File: src/hdl/nfcs_pkg.sv
`timescale 1ns / 1ps
package nfcs_pkg;

    typedef enum logic [2:0] {
        CMD_LOAD   = 3'd0,
        CMD_PROG   = 3'd1,
        CMD_ERASE  = 3'd2,
        CMD_CHECK  = 3'd3,
        CMD_RDATA  = 3'd4,
        CMD_TICK   = 3'd5,
        CMD_QUERY  = 3'd6
    } t_cmd;

    typedef enum logic [1:0] {
        M_IDLE  = 2'd0,
        M_PROG  = 2'd1,
        M_ERASE = 2'd2,
        M_CHECK = 2'd3
    } t_mode;

    typedef enum logic [3:0] {
        S_IDLE,
        S_EMIT,
        S_SEARCH,
        S_SRCH_WAIT,
        S_CHK_RD,
        S_CHK_WAIT,
        S_ET_WAIT
    } t_state;

    localparam logic [3:0] ST_OK        = 4'd0;
    localparam logic [3:0] ST_RANGE     = 4'd1;
    localparam logic [3:0] ST_NO_SECTOR = 4'd2;
    localparam logic [3:0] ST_PROG_FAIL = 4'd3;
    localparam logic [3:0] ST_TIMEOUT   = 4'd4;
    localparam logic [3:0] ST_EXHAUSTED = 4'd5;
    localparam logic [3:0] ST_MAKER     = 4'd6;
    localparam logic [3:0] ST_DEVICE    = 4'd7;
    localparam logic [3:0] ST_PROTECTED = 4'd8;

    localparam logic [2:0] CFG_BASE   = 3'd0;
    localparam logic [2:0] CFG_LENGTH = 3'd1;
    localparam logic [2:0] CFG_COUNT  = 3'd2;
    localparam logic [2:0] CFG_DEVID  = 3'd3;
    localparam logic [2:0] CFG_MAKER  = 3'd4;
    localparam logic [2:0] CFG_PROT   = 3'd5;
    localparam logic [2:0] CFG_TMO    = 3'd6;

    localparam logic [15:0] D_RESET  = 16'hf0f0;
    localparam logic [15:0] D_UNLK1  = 16'haaaa;
    localparam logic [15:0] D_UNLK2  = 16'h5555;
    localparam logic [15:0] D_ERASE  = 16'h8080;
    localparam logic [15:0] D_SECTOR = 16'h3030;
    localparam logic [15:0] D_PROG   = 16'ha0a0;
    localparam logic [15:0] D_AUTO   = 16'h9090;
    localparam logic [15:0] D_ERASED = 16'hffff;
    localparam logic [19:0] A_UNLK1  = 20'haaa;
    localparam logic [19:0] A_UNLK2  = 20'h554;

    // one queued result
    typedef struct packed {
        logic        wr;
        logic        rd;
        logic [19:0] off;
        logic [15:0] data;
        logic        done;
        logic [3:0]  st;
        logic [15:0] ticks;
    } t_res;

endpackage

File: src/hdl/nor_flash_command_sequencer_unit.sv
`timescale 1ns / 1ps
// Output: an item's results leave one per cycle while i_stall is low, after acceptance.
// Erase walks the sector table one entry at a time via S_SEARCH and S_SRCH_WAIT; check
// reads one table entry per sector read; query waits in S_ET_WAIT on the erase-time RAM.
// Throughput: one item at a time, input stalled until all its results are taken.
// Reset (synchronous, active low) clears control state and erase-time valid bits and
// sets configuration to defaults; sector bound memories are undefined until loaded.
module nor_flash_command_sequencer_unit #(
    parameter int MAX_SECTORS        = 32,
    parameter int ERASE_POLL_LIMIT   = 500000,
    parameter int PROGRAM_POLL_LIMIT = 1000
) (
    input  logic                  i_clk,
    input  logic                  i_rst_n,
    input  logic                  i_cfg_we,
    input  logic [2:0]            i_cfg_index,
    input  logic [20:0]           i_cfg_data,
    input  logic                  i_valid,
    output logic                  o_stall,
    input  logic [2:0]            i_command,
    input  logic [23:0]           i_address,
    input  logic [15:0]           i_word_data,
    input  logic [4:0]            i_sector_index,
    input  logic [20:0]           i_sector_start,
    input  logic [20:0]           i_sector_end,
    output logic                  o_valid,
    input  logic                  i_stall,
    output logic                  o_bus_write,
    output logic                  o_bus_read,
    output logic [19:0]           o_bus_offset,
    output logic [15:0]           o_bus_data,
    output logic                  o_done_res,
    output logic [3:0]            o_status,
    output logic [15:0]           o_erase_ticks,
    output logic                  o_last
);
    import nfcs_pkg::*;

    localparam int AW = (MAX_SECTORS > 1) ? $clog2(MAX_SECTORS) : 1;
    localparam int CW = $clog2(MAX_SECTORS + 1);
    localparam int PW = 19;
    localparam logic [PW-1:0] EPL = PW'(ERASE_POLL_LIMIT);
    localparam logic [PW-1:0] PPL = PW'(PROGRAM_POLL_LIMIT);

    // configuration
    logic [3:0]  r_base;
    logic [20:0] r_len;
    logic [5:0]  r_scnt;
    logic [15:0] r_devid;
    logic [7:0]  r_maker, r_prot;
    logic [15:0] r_tmo;

    always_ff @(posedge i_clk) begin
        if (!i_rst_n) begin
            r_base <= '0; r_len <= 21'd1048576; r_scnt <= 6'd19;
            r_devid <= '0; r_maker <= 8'd1; r_prot <= 8'd1; r_tmo <= 16'd30000;
        end else if (i_cfg_we) begin
            case (i_cfg_index)
                CFG_BASE:   r_base  <= i_cfg_data[3:0];
                CFG_LENGTH: r_len   <= i_cfg_data;
                CFG_COUNT:  r_scnt  <= i_cfg_data[5:0];
                CFG_DEVID:  r_devid <= i_cfg_data[15:0];
                CFG_MAKER:  r_maker <= i_cfg_data[7:0];
                CFG_PROT:   r_prot  <= i_cfg_data[7:0];
                CFG_TMO:    r_tmo   <= i_cfg_data[15:0];
                default: ;
            endcase
        end
    end

    logic [CW-1:0] w_active;
    assign w_active = ({1'b0, r_scnt} < 7'(MAX_SECTORS)) ? CW'(r_scnt) : CW'(MAX_SECTORS);

    // state
    t_state        r_state, n_state;
    t_mode         r_mode;
    logic [1:0]    r_phase;
    logic [PW-1:0] r_poll;
    logic          r_first;
    logic [15:0]   r_tword;
    logic [19:0]   r_toff;
    logic [CW-1:0] r_cur;
    logic [15:0]   r_timer;
    logic [20:0]   r_soff;
    logic [4:0]    r_qidx;
    logic [MAX_SECTORS-1:0] r_etv;

    // result queue (up to 8 per item)
    t_res       r_q [8];
    logic [3:0] r_qn;
    logic [2:0] r_qi;

    // memories
    logic          w_sw_we;
    logic [AW-1:0] w_sw_addr, w_rd_addr;
    logic [20:0]   w_st_rd, w_en_rd;
    logic          w_et_we;
    logic [AW-1:0] w_et_waddr, w_et_raddr;
    logic [15:0]   w_et_wdata, w_et_rd;

    nfcs_ram #(.WIDTH(21), .DEPTH(MAX_SECTORS)) u_starts (
        .i_clk(i_clk), .i_we(w_sw_we), .i_waddr(w_sw_addr), .i_wdata(i_sector_start),
        .i_raddr(w_rd_addr), .o_rdata(w_st_rd));
    nfcs_ram #(.WIDTH(21), .DEPTH(MAX_SECTORS)) u_ends (
        .i_clk(i_clk), .i_we(w_sw_we), .i_waddr(w_sw_addr), .i_wdata(i_sector_end),
        .i_raddr(w_rd_addr), .o_rdata(w_en_rd));
    nfcs_ram #(.WIDTH(16), .DEPTH(MAX_SECTORS)) u_etime (
        .i_clk(i_clk), .i_we(w_et_we), .i_waddr(w_et_waddr), .i_wdata(w_et_wdata),
        .i_raddr(w_et_raddr), .o_rdata(w_et_rd));

    logic w_acc;
    assign o_stall = (r_state != S_IDLE);
    assign w_acc   = i_valid && !o_stall;
    assign o_valid = (r_state == S_EMIT);

    t_res w_head;
    assign w_head        = r_q[r_qi];
    assign o_bus_write   = w_head.wr;
    assign o_bus_read    = w_head.rd;
    assign o_bus_offset  = w_head.off;
    assign o_bus_data    = w_head.data;
    assign o_done_res    = w_head.done;
    assign o_status      = w_head.st;
    assign o_erase_ticks = w_head.ticks;
    assign o_last        = ({1'b0, r_qi} == r_qn - 4'd1);

    // window check
    logic [24:0] w_base_a, w_base_end;
    logic        w_inwin;
    logic [19:0] w_off;
    logic [20:0] w_soff;
    assign w_base_a   = {1'b0, r_base, 20'd0};
    assign w_base_end = w_base_a + 25'(r_len);
    assign w_inwin    = ({1'b0, i_address} >= w_base_a) && ({1'b0, i_address} < w_base_end);
    assign w_off      = i_address[19:0];
    // full offset for the table compare; the window can reach past 1 MiB
    assign w_soff     = i_address[20:0] - {r_base[0], 20'd0};

    logic [AW-1:0] w_cur_a;
    assign w_cur_a    = r_cur[AW-1:0];
    assign w_sw_we    = w_acc && (i_command == CMD_LOAD) && (r_mode == M_IDLE)
                        && ({2'b0, i_sector_index} < 7'(MAX_SECTORS));
    assign w_sw_addr  = AW'(i_sector_index);
    assign w_rd_addr  = w_cur_a;
    // present the query index at acceptance so the registered read data is ready in S_ET_WAIT
    assign w_et_raddr = (r_state == S_IDLE) ? AW'(i_sector_index) : AW'(r_qidx);

    // combinational item decode
    t_res          n_q [8];
    logic [3:0]    n_qn;
    t_mode         n_mode;
    logic [1:0]    n_phase;
    logic [PW-1:0] n_poll;
    logic          n_first;
    logic [15:0]   n_tword, n_timer;
    logic [19:0]   n_toff;
    logic [20:0]   n_soff;
    logic [CW-1:0] n_cur;
    logic [4:0]    n_qidx;

    function automatic t_res mk(input logic w, input logic r, input logic [19:0] o,
                                input logic [15:0] d, input logic dn,
                                input logic [3:0] s, input logic [15:0] t);
        t_res x;
        x.wr = w; x.rd = r; x.off = o; x.data = d; x.done = dn; x.st = s; x.ticks = t;
        return x;
    endfunction

    always_comb begin
        t_res z;
        z = mk(1'b0, 1'b0, '0, '0, 1'b0, '0, '0);
        for (int k = 0; k < 8; k++) n_q[k] = r_q[k];
        n_qn = r_qn; n_mode = r_mode; n_phase = r_phase; n_poll = r_poll;
        n_first = r_first; n_tword = r_tword; n_toff = r_toff; n_cur = r_cur;
        n_timer = r_timer; n_soff = r_soff; n_qidx = r_qidx; n_state = r_state;
        w_et_we = 1'b0; w_et_waddr = w_cur_a;
        w_et_wdata = r_tmo - r_timer;
        case (r_state)
            S_IDLE: begin
                if (w_acc) begin
                    n_qn = 4'd0; n_state = S_EMIT;
                    for (int k = 0; k < 8; k++) n_q[k] = z;
                    case (i_command)
                        CMD_LOAD: begin
                            if (r_mode != M_IDLE) n_state = S_IDLE;
                            else begin
                                n_q[0] = mk(0, 0, '0, '0, 1,
                                    ({2'b0, i_sector_index} < 7'(MAX_SECTORS))
                                    ? ST_OK : ST_NO_SECTOR, '0);
                                n_qn = 4'd1;
                            end
                        end
                        CMD_PROG: begin
                            if (r_mode != M_IDLE) n_state = S_IDLE;
                            else if (!w_inwin || i_address[0]) begin
                                n_q[0] = mk(0, 0, '0, '0, 1, ST_RANGE, '0); n_qn = 4'd1;
                            end else begin
                                n_toff = w_off; n_tword = i_word_data;
                                n_q[0] = mk(1, 0, '0, D_RESET, 0, '0, '0);
                                n_q[1] = mk(1, 0, A_UNLK1, D_UNLK1, 0, '0, '0);
                                n_q[2] = mk(1, 0, A_UNLK2, D_UNLK2, 0, '0, '0);
                                n_q[3] = mk(1, 0, A_UNLK1, D_PROG, 0, '0, '0);
                                n_q[4] = mk(1, 0, w_off, i_word_data, 0, '0, '0);
                                n_first = 1'b0; n_mode = M_PROG;
                                if (PPL == '0) begin
                                    n_q[5] = mk(1, 0, '0, D_RESET, 0, '0, '0);
                                    n_q[6] = mk(0, 0, '0, '0, 1, ST_PROG_FAIL, '0);
                                    n_qn = 4'd7; n_mode = M_IDLE; n_phase = '0;
                                end else begin
                                    n_poll = PPL - PW'(1);
                                    n_q[5] = mk(0, 1, w_off, '0, 0, '0, '0); n_qn = 4'd6;
                                end
                            end
                        end
                        CMD_ERASE: begin
                            if (r_mode != M_IDLE) n_state = S_IDLE;
                            else if (!w_inwin) begin
                                n_q[0] = mk(0, 0, '0, '0, 1, ST_RANGE, '0); n_qn = 4'd1;
                            end else begin
                                n_soff = w_soff; n_cur = '0; n_state = S_SEARCH;
                            end
                        end
                        CMD_CHECK: begin
                            if (r_mode != M_IDLE) n_state = S_IDLE;
                            else begin
                                n_q[0] = mk(1, 0, '0, D_RESET, 0, '0, '0);
                                n_q[1] = mk(1, 0, A_UNLK1, D_UNLK1, 0, '0, '0);
                                n_q[2] = mk(1, 0, A_UNLK2, D_UNLK2, 0, '0, '0);
                                n_q[3] = mk(1, 0, A_UNLK1, D_AUTO, 0, '0, '0);
                                n_q[4] = mk(0, 1, '0, '0, 0, '0, '0);
                                n_qn = 4'd5; n_mode = M_CHECK; n_phase = '0; n_cur = '0;
                            end
                        end
                        CMD_RDATA: begin
                            if (r_mode == M_PROG || r_mode == M_ERASE) begin
                                if (i_word_data != r_tword) begin
                                    // new poll round
                                    n_first = 1'b0;
                                    if (r_poll == '0) begin
                                        if (r_mode == M_PROG) begin
                                            n_q[0] = mk(1, 0, '0, D_RESET, 0, '0, '0);
                                            n_q[1] = mk(0, 0, '0, '0, 1, ST_PROG_FAIL, '0);
                                            n_qn = 4'd2;
                                        end else begin
                                            n_q[0] = mk(0, 0, '0, '0, 1, ST_EXHAUSTED, '0);
                                            n_qn = 4'd1;
                                        end
                                        n_mode = M_IDLE; n_phase = '0;
                                    end else begin
                                        n_poll = r_poll - PW'(1);
                                        if (r_mode == M_ERASE && r_timer == '0) begin
                                            n_q[0] = mk(0, 0, '0, '0, 1, ST_TIMEOUT, '0);
                                            n_mode = M_IDLE; n_phase = '0;
                                        end else begin
                                            n_q[0] = mk(0, 1, r_toff, '0, 0, '0, '0);
                                        end
                                        n_qn = 4'd1;
                                    end
                                end else if (!r_first) begin
                                    n_first = 1'b1;
                                    n_q[0] = mk(0, 1, r_toff, '0, 0, '0, '0); n_qn = 4'd1;
                                end else begin
                                    if (r_mode == M_PROG) begin
                                        n_q[0] = mk(1, 0, '0, D_RESET, 0, '0, '0);
                                        n_q[1] = mk(0, 0, '0, '0, 1, ST_OK, '0);
                                        n_qn = 4'd2;
                                    end else begin
                                        w_et_we = 1'b1;
                                        n_q[0] = mk(0, 0, '0, '0, 1, ST_OK, '0);
                                        n_qn = 4'd1;
                                    end
                                    n_mode = M_IDLE; n_phase = '0; n_first = 1'b0;
                                end
                            end else if (r_mode == M_CHECK) begin
                                case (r_phase)
                                    2'd0: begin
                                        if (i_word_data[7:0] != r_maker) begin
                                            n_q[0] = mk(0, 0, '0, '0, 1, ST_MAKER, '0);
                                            n_qn = 4'd1; n_mode = M_IDLE; n_first = 1'b0;
                                        end else begin
                                            n_phase = 2'd1;
                                            n_q[0] = mk(0, 1, 20'd2, '0, 0, '0, '0);
                                            n_qn = 4'd1;
                                        end
                                    end
                                    2'd1: begin
                                        if (i_word_data != r_devid) begin
                                            n_q[0] = mk(0, 0, '0, '0, 1, ST_DEVICE, '0);
                                            n_qn = 4'd1; n_mode = M_IDLE; n_phase = '0;
                                            n_first = 1'b0;
                                        end else begin
                                            n_phase = 2'd2; n_cur = '0; n_state = S_CHK_RD;
                                        end
                                    end
                                    default: begin
                                        if (i_word_data[7:0] == r_prot) begin
                                            n_q[0] = mk(0, 0, '0, '0, 1, ST_PROTECTED, '0);
                                            n_qn = 4'd1; n_mode = M_IDLE; n_phase = '0;
                                            n_first = 1'b0;
                                        end else begin
                                            n_cur = r_cur + CW'(1); n_state = S_CHK_RD;
                                        end
                                    end
                                endcase
                            end else begin
                                n_state = S_IDLE;
                            end
                        end
                        CMD_TICK: begin
                            if (r_timer != '0) n_timer = r_timer - 16'd1;
                            n_state = S_IDLE;
                        end
                        CMD_QUERY: begin
                            n_qidx = i_sector_index; n_state = S_ET_WAIT;
                        end
                        default: n_state = S_IDLE;
                    endcase
                end
            end
            S_SEARCH: begin
                if (r_cur >= w_active) begin
                    n_q[0] = mk(0, 0, '0, '0, 1, ST_NO_SECTOR, '0); n_qn = 4'd1;
                    n_state = S_EMIT;
                end else begin
                    n_state = S_SRCH_WAIT;
                end
            end
            S_SRCH_WAIT: begin
                if (r_soff >= w_st_rd && r_soff < w_en_rd) begin
                    n_toff = w_st_rd[19:0]; n_tword = D_ERASED;
                    n_q[0] = mk(1, 0, '0, D_RESET, 0, '0, '0);
                    n_q[1] = mk(1, 0, A_UNLK1, D_UNLK1, 0, '0, '0);
                    n_q[2] = mk(1, 0, A_UNLK2, D_UNLK2, 0, '0, '0);
                    n_q[3] = mk(1, 0, A_UNLK1, D_ERASE, 0, '0, '0);
                    n_q[4] = mk(1, 0, A_UNLK1, D_UNLK1, 0, '0, '0);
                    n_q[5] = mk(1, 0, A_UNLK2, D_UNLK2, 0, '0, '0);
                    n_q[6] = mk(1, 0, w_st_rd[19:0], D_SECTOR, 0, '0, '0);
                    n_timer = r_tmo; n_first = 1'b0; n_qn = 4'd8; n_state = S_EMIT;
                    if (EPL == '0) begin
                        n_q[7] = mk(0, 0, '0, '0, 1, ST_EXHAUSTED, '0);
                        n_mode = M_IDLE; n_phase = '0;
                    end else begin
                        n_poll = EPL - PW'(1); n_mode = M_ERASE;
                        if (r_tmo == '0) begin
                            n_q[7] = mk(0, 0, '0, '0, 1, ST_TIMEOUT, '0);
                            n_mode = M_IDLE; n_phase = '0;
                        end else begin
                            n_q[7] = mk(0, 1, w_st_rd[19:0], '0, 0, '0, '0);
                        end
                    end
                end else begin
                    n_cur = r_cur + CW'(1); n_state = S_SEARCH;
                end
            end
            S_CHK_RD: begin
                if (r_cur >= w_active) begin
                    n_q[0] = mk(1, 0, '0, D_RESET, 0, '0, '0);
                    n_q[1] = mk(0, 0, '0, '0, 1, ST_OK, '0);
                    n_qn = 4'd2; n_mode = M_IDLE; n_phase = '0; n_first = 1'b0;
                    n_state = S_EMIT;
                end else begin
                    n_state = S_CHK_WAIT;
                end
            end
            S_CHK_WAIT: begin
                n_q[0] = mk(0, 1, w_st_rd[19:0] + 20'd4, '0, 0, '0, '0);
                n_qn = 4'd1; n_state = S_EMIT;
            end
            S_ET_WAIT: begin
                n_q[0] = mk(0, 0, '0, '0, 1, ST_OK,
                    ({2'b0, r_qidx} < 7'(w_active) && r_etv[w_et_raddr]) ? w_et_rd : '0);
                n_qn = 4'd1; n_state = S_EMIT;
            end
            S_EMIT: begin
                if (!i_stall && ({1'b0, r_qi} == r_qn - 4'd1)) n_state = S_IDLE;
            end
            default: n_state = S_IDLE;
        endcase
    end

    always_ff @(posedge i_clk) begin
        if (!i_rst_n) begin
            r_state <= S_IDLE; r_mode <= M_IDLE; r_phase <= '0; r_poll <= '0;
            r_first <= 1'b0; r_tword <= '0; r_toff <= '0; r_cur <= '0;
            r_timer <= '0; r_qn <= '0; r_qi <= '0; r_etv <= '0;
        end else begin
            r_state <= n_state; r_mode <= n_mode; r_phase <= n_phase;
            r_poll <= n_poll; r_first <= n_first; r_tword <= n_tword;
            r_toff <= n_toff; r_cur <= n_cur; r_timer <= n_timer; r_qn <= n_qn;
            if (w_et_we) r_etv[w_et_waddr] <= 1'b1;
            if (r_state == S_EMIT && !i_stall) r_qi <= r_qi + 3'd1;
            else if (r_state != S_EMIT) r_qi <= '0;
        end
    end

    always_ff @(posedge i_clk) begin
        for (int k = 0; k < 8; k++) r_q[k] <= n_q[k];
        r_soff <= n_soff; r_qidx <= n_qidx;
    end
endmodule

File: src/hdl/nfcs_ram.sv
`timescale 1ns / 1ps
module nfcs_ram #(
    parameter int WIDTH = 21,
    parameter int DEPTH = 32
) (
    input  logic                     i_clk,
    input  logic                     i_we,
    input  logic [$clog2(DEPTH)-1:0] i_waddr,
    input  logic [WIDTH-1:0]         i_wdata,
    input  logic [$clog2(DEPTH)-1:0] i_raddr,
    output logic [WIDTH-1:0]         o_rdata
);
    logic [WIDTH-1:0] r_mem [DEPTH];
    always_ff @(posedge i_clk) begin
        if (i_we) begin
            r_mem[i_waddr] <= i_wdata;
        end
        o_rdata <= r_mem[i_raddr];
    end
endmodule
File: config.mk
export PLATFORM = sky130hd
export DESIGN_NAME = nor_flash_command_sequencer_unit
export DESIGN_NICKNAME = d
export VERILOG_FILES = /design/src/hdl/nfcs_pkg.sv /design/src/hdl/nor_flash_command_sequencer_unit.sv /design/src/hdl/nfcs_ram.sv
export SDC_FILE = /design/constraint.sdc
export NUM_CORES = 2
export LEC_CHECK = 0
export ABC_AREA = 0
export BUFFER_PORTS_ARGS = -buffer_cell sky130_fd_sc_hd__buf_2
export CORE_MARGIN = 2
export CORE_UTILIZATION = 35
export CTS_CLUSTER_SIZE = 12
export DETAILED_ROUTE_END_ITERATION = 10
export HOLD_SLACK_MARGIN = 0.12
export PLACE_DENSITY = 0.53
export SLEW_MARGIN = 0
export SYNTH_ARGS = -nofsm -noshare
export SYNTH_HDL_FRONTEND = slang
export SYNTH_HIERARCHICAL = 1
export SYNTH_SLANG_ARGS = --single-unit
File: constraint.sdc
create_clock -name i_clk -period 14.2 [get_ports i_clk]
set_input_delay 0.71 -clock i_clk [delete_from_list [all_inputs] [get_ports i_clk]]
set_output_delay 0.71 -clock i_clk [all_outputs]
set_load 0.05 [all_outputs]
# Word-level counts from Yosys, hierarchy flattened
# Memories as Yosys holds them, arrays and structs flattened. A register that Yosys moved wholly into a read port is not among the register bits.
# Index checks and enable logic that the tools add are counted.
[op_classes]
add_sub_neg = 9
n_reduce_logical = 53
bitwise = 2
n_eq_ne = 76
order_cmp = 10
n_mux = 176
[op_table]
columns = ["op", "n"]
rows = [
  ["$mux W472", 2],
  ["$pmux W354 S2", 1],
  ["$mux W59", 11],
  ["$mux W295", 2],
  ["$mux W354", 1],
  ["$pmux W177 S2", 1],
  ["$pmux W59 S3", 2],
  ["$pmux W59 S6", 1],
  ["$pmux W59 S5", 1],
  ["$mux W118", 2],
  ["$mux W58", 3],
  ["$mux W21", 8],
  ["$mux W16", 10],
  ["$mux W19", 7],
  ["$pmux W59 S2", 1],
  ["$mux W20", 5],
  ["$pmux W19 S2", 2],
  ["$pmux W16 S2", 2],
  ["$mux W2", 30],
  ["$mux W6", 10],
  ["$mux W4", 10],
  ["$pmux W20 S2", 1],
  ["$pmux W4 S5", 2],
  ["$ne A2 B2 Y1 const B", 18],
  ["79 further kinds", 193],
]
[totals]
in_bits = 119
reg_bits = 230
ramBits = 2328
memories = 4
out_inout_bits = 62
wordCells = 351
[mem_list]
columns = ["memory", "depth", "word_bits", "rd", "rd_clocked_by_memory_dff", "write_ports", "line", "source"]
rows = [
  ["u_ends.r_mem", 32, 21, 1, 1, 1, "nfcs_ram.sv:13", "logic [WIDTH-1:0] r_mem [DEPTH];"],
  ["u_starts.r_mem", 32, 21, 1, 1, 1, "nfcs_ram.sv:13", ""],
  ["u_etime.r_mem", 32, 16, 1, 1, 1, "nfcs_ram.sv:13", ""],
  ["r_q", 8, 59, 1, 1, 8, "nor_flash_command_sequencer_unit.sv:89", "t_res r_q [8];"],
]

# Logic depth before layout (Yosys ltp)
[depth]
word_depth = 10
mapped_depth = 14
mapped_depth_nobuf = 13

# Hierarchy
# The synthesis kept the hierarchy.
[modules_own_cells]
columns = ["mod", "n_inst", "seq_area_each_um2", "area_per_inst_um2", "cells_each"]
rows = [
  ["nfcs_ram at u_ends ...", 2, 20599.8, 26751.9, 1481],
  ["nor_flash_command_sequencer_unit", 1, 9409.0, 20764.9, 2304],
  ["nfcs_ram at u_etime", 1, 15695.1, 20534.7, 1143],
]

# Worst setup path after synthesis
# Ideal clock, no wire load.
[synth_path]
path_kind = "reg2reg"
from = "register r_soff[10]"
to = "memory r_q[3][33] (netlist bit) (enable)"
slack_ns = 9.267
arrival_time_ns = 4.466
t_required_ns = 13.734
period_less_slack_ns = 4.933
n_path_buf = 1
setup_ns = 0.466
stages_incl_launch_ff = 10
cell_sequence = "edfxtp_1 ha_1 a21o_1 a21oi_1 o211ai_1 o31a_1 o31a_1 or4b_1 buf_2 nand2_1"
[synth_lines]
columns = ["element", "line", "source"]
rows = [
  ["from (decl)", "nor_flash_command_sequencer_unit.sv:84", "logic [20:0] r_soff;"],
  ["from (signal assigned)", "nor_flash_command_sequencer_unit.sv:398", "r_soff <= n_soff; r_qidx <= n_qidx;"],
  ["to (decl)", "nor_flash_command_sequencer_unit.sv:89", ""],
]

==> impl_metrics.json <==
{
  "clockBufferDepth": 3,
  "cts_buffers": 237,
  "fin_skew_ns": 0.0815,
  "cts.sinks": 2296,
  "max_stage_delay_ns": 0.85,
  "wirelength_um": 268000,
  "placedCellCount": 9955,
  "drcViolationCount": 0,
  "cp.arrival_ns": 6.07,
  "rsz0062_at_grt": "false",
  "clk_latency_ns": 0.89,
  "cts_hold_buffers": 27,
  "power_mw": 14.7,
  "seqPwrFrac_pct": 51.8,
  "status": "finished, final reports clean",
  "wire_per_inst_um": 25.7,
  "cp_max_fo": 118,
  "cts_resized": 0,
  "slew_headroom_pct": 12.1,
  "cts_tree": "built",
  "max_cap_viol_count": 0,
  "start_kind": "flip-flop",
  "drt-initial-drc-count": 5370,
  "cp_num_buf_inv": 4,
  "holdWs_ns": 0.189,
  "finalCritPeriodShare_pct": 37.0,
  "firstDrtPassIters": 8,
  "crit_type": "reg2reg",
  "ff2ff_setup_slack_ns": 8.94,
  "crit_path_end": "u_starts/o_rdata[15]",
  "cts.clk_slew.worst_paths_ns": 0.06,
  "multi_input_area_um2": 26200,
  "synth_cell_type_count": 85,
  "grt_max_degree": 125,
  "nets": 6879,
  "die-area_um2": 275000,
  "worstReg2RegEnd": "u_starts/o_rdata[15]",
  "yosys_warnings": 6,
  "htree_levels": 4,
  "viasPerCell": 5.34,
  "tightest_slew_ns": 1.32,
  "final_cell_mix": "edfxtp_1, mux2i_1, nand2_1",
  "antenna_found_initial": 42,
  "reg2reg_depth": 9,
  "dominantRegCellSynth": "edfxtp_1",
  "synth-seq-cells": 2296,
  "cp_cell_sequence": "buf_12, buf_12, buf_4, buf_4, mux2i_1, a22o_1, nor3_1, a31oi_1, nand3_1",
  "placementRows": 191,
  "design.core.area_um2": 270000,
  "pwr-share-clk_pct": 40.0,
  "p_leak_nw": 35.0,
  "grt_pass1_vias": 54100,
  "cp-end-kind": "flip-flop",
  "combinationalPowerShare_pct": 8.1,
  "synth-async-reset-ratio_pct": 0,
  "synth_seq_area_share_pct": 69.9,
  "irDropWorstVdd_mv": 0.101,
  "start_util_pct": 35.1,
  "required_ns": 15.01,
  "crit_cells": 9,
  "finalHoldViolCount": 0,
  "netlist_area_um2": 94800,
  "p_int_mw": 11.2,
  "setup_viol": 0,
  "finish.utilization_pct": 39.7,
  "grt_pass1_wl_um": 385000,
  "io-pin-count": 181,
  "startpoint": "r_cur[0]",
  "power_switching_mw": 3.51,
  "hp-class": "in2reg",
  "cts_setup_buffers": 0,
  "slew_violations": 0,
  "vias": 55700,
  "layout_commonest_cell": "edfxtp_1",
  "slowest_stage": "buf_4",
  "power.density_nw_per_um2": 137,
  "synth_enable_flop_cells": 2032,
  "dieHeight_um": 524,
  "syn2layout_area_growth_pct": 13.1,
  "r2r_start": "r_cur[0]",
  "num-fill-cells": 25000,
  "port_buffers": 180,
  "track_usage_pct": 18.9,
  "cts_root_buf": "clkbuf_16",
  "syn-instance-count": 6409,
  "hpwl_um": 166000,
  "fin_crit_ns": 5.26,
  "finalNonFillerCells": 10400,
  "ff_latch_area_um2": 66300,
  "postRouteAntennaNets": 0,
  "final_layout_size_suffix_gt1_share_pct": 11.8,
  "setup_tns_ns": 0,
  "gp_congestion": 0.861,
  "grt_overflow_total": 0,
  "die_x_um": 524,
  "fmax_mhz": 190,
  "crit_family": "buffers and inverters",
  "p_sw_share_pct": 23.8,
  "syn_avg_cell_area_um2": 14.8
}
-- how the worst min path moves through the flow --
stage / startpoint / end / slack, ns / cells past startpoint
after floorplan: r_etv[31] / r_etv[31] / 0.43 / 2
after global placement: r_len[1] / r_len[1] / 0.45 / 2
after CTS: i_cfg_data[5] / r_maker[5] / 0.12 / 3
final: i_word_data[10] / r_tword[10] / 0.19 / 3
after detailed placement: r_len[2] / r_len[2] / 0.45 / 2
after global routing: i_address[19] / r_soff[19] / 0.15 / 1
-- cell usage after synthesis, types with 18 or more instances --
master | instances | area share (%)
mux2i_1 | 972 | 10
nor4_1 | 27 | 0.18
buf_6 | 50 | 0.59
xnor2_1 | 50 | 0.46
nand3_1 | 175 | 0.92
buf_4 | 40 | 0.32
clkbuf_1 | 179 | 0.71
nand2_1 | 450 | 1.8
o21ai_0 | 97 | 0.51
nor2b_1 | 28 | 0.18
nor3_1 | 91 | 0.48
a22o_1 | 133 | 1.2
buf_2 | 53 | 0.28
a31oi_1 | 75 | 0.49
a21o_1 | 18 | 0.14
a21oi_1 | 305 | 1.6
ha_1 | 108 | 1.4
a211oi_1 | 45 | 0.36
and2_1 | 47 | 0.31
buf_1 | 18 | 0.071
a22oi_1 | 235 | 1.9
nand3b_1 | 21 | 0.17
nand4_1 | 81 | 0.53
nor2_1 | 351 | 1.4
and3_1 | 68 | 0.45
dfxtp_1 | 264 | 5.6
edfxtp_1 | 2032 | 64
nand2b_1 | 19 | 0.13
mux4_2 | 22 | 0.52
inv_1 | 126 | 0.50
xor2_1 | 36 | 0.33
-- final cells by class --
type,count,share of cell area [%]
antenna,18,0.0420
clock buffer,341,6.16
clock inverter,95,0.681
inverter,130,0.467
multi-input combinational,3621,24.4
sequential,2296,61.8
tap,3570,4.17
timing repair buffer,365,2.24
-- logic make-up (layout without fill, tap and decap cells) --
family	Yosys count	count (layout)	share of synthesized area [%]
other cells	1	20	0.00396
mux	995	995	10.8
fa+ha+maj	109	109	1.45
flops	2296	2296	69.9
buf+inv	493	931	2.86
simple gates	1422	1422	7.06
xor+xnor	86	86	0.795
compound gates	1007	1007	7.10
-- per-layer routing --
layer  GRT usage [%]  wire length [µm]  vias up
li1                -                 -    25100
met1            27.2            121000    28400
met2            29.7            124000     1822
met3            3.42             17500      365
met4            4.30              5440       26
met5               0               158        -
-- power groups by stage --
stage | clock, mW | sequential, mW | combinational [mW]
global route | 6.29 | 7.64 | 1.28
finish | 5.90 | 7.64 | 1.20
floorplan | 0 | 7.76 | 0.676
detailed placement | 0 | 7.78 | 1.20
CTS | 6.03 | 7.64 | 1.21
global placement | 0 | 7.78 | 1.18
-- tightest hold or removal path, delay by kind of cell --
kind / cells / cell delay [ns]
and+or+nand+nor: 1 / 0.11
buffers and inverters: 1 / 0.13
AOI/OAI and AO/OA: 1 / 0.08
-- sequential cells by signal (all words and copies together), names as in the netlist, 19 cells and up, named ones only --
| register | flops |
|---|---|
| r_etv | 32 |
| r_len | 21 |
| r_poll | 19 |
| r_q | 150 |
| r_soff | 21 |
| r_toff | 20 |
| u_ends/o_rdata | 21 |
| u_ends/r_mem | 672 |
| u_etime/r_mem | 512 |
| u_starts/o_rdata | 21 |
| u_starts/r_mem | 672 |
-- through the flow --
step | setup slack [ns] | instance area, µm²
after floorplan | 9.27 | 94800
after global placement | 8.87 | 99600
after detailed placement | 8.78 | 99600
after CTS | 8.90 | 107000
after global routing | 8.69 | 107000
final | 8.94 | 107000
Power figures use the tool's default switching activity.
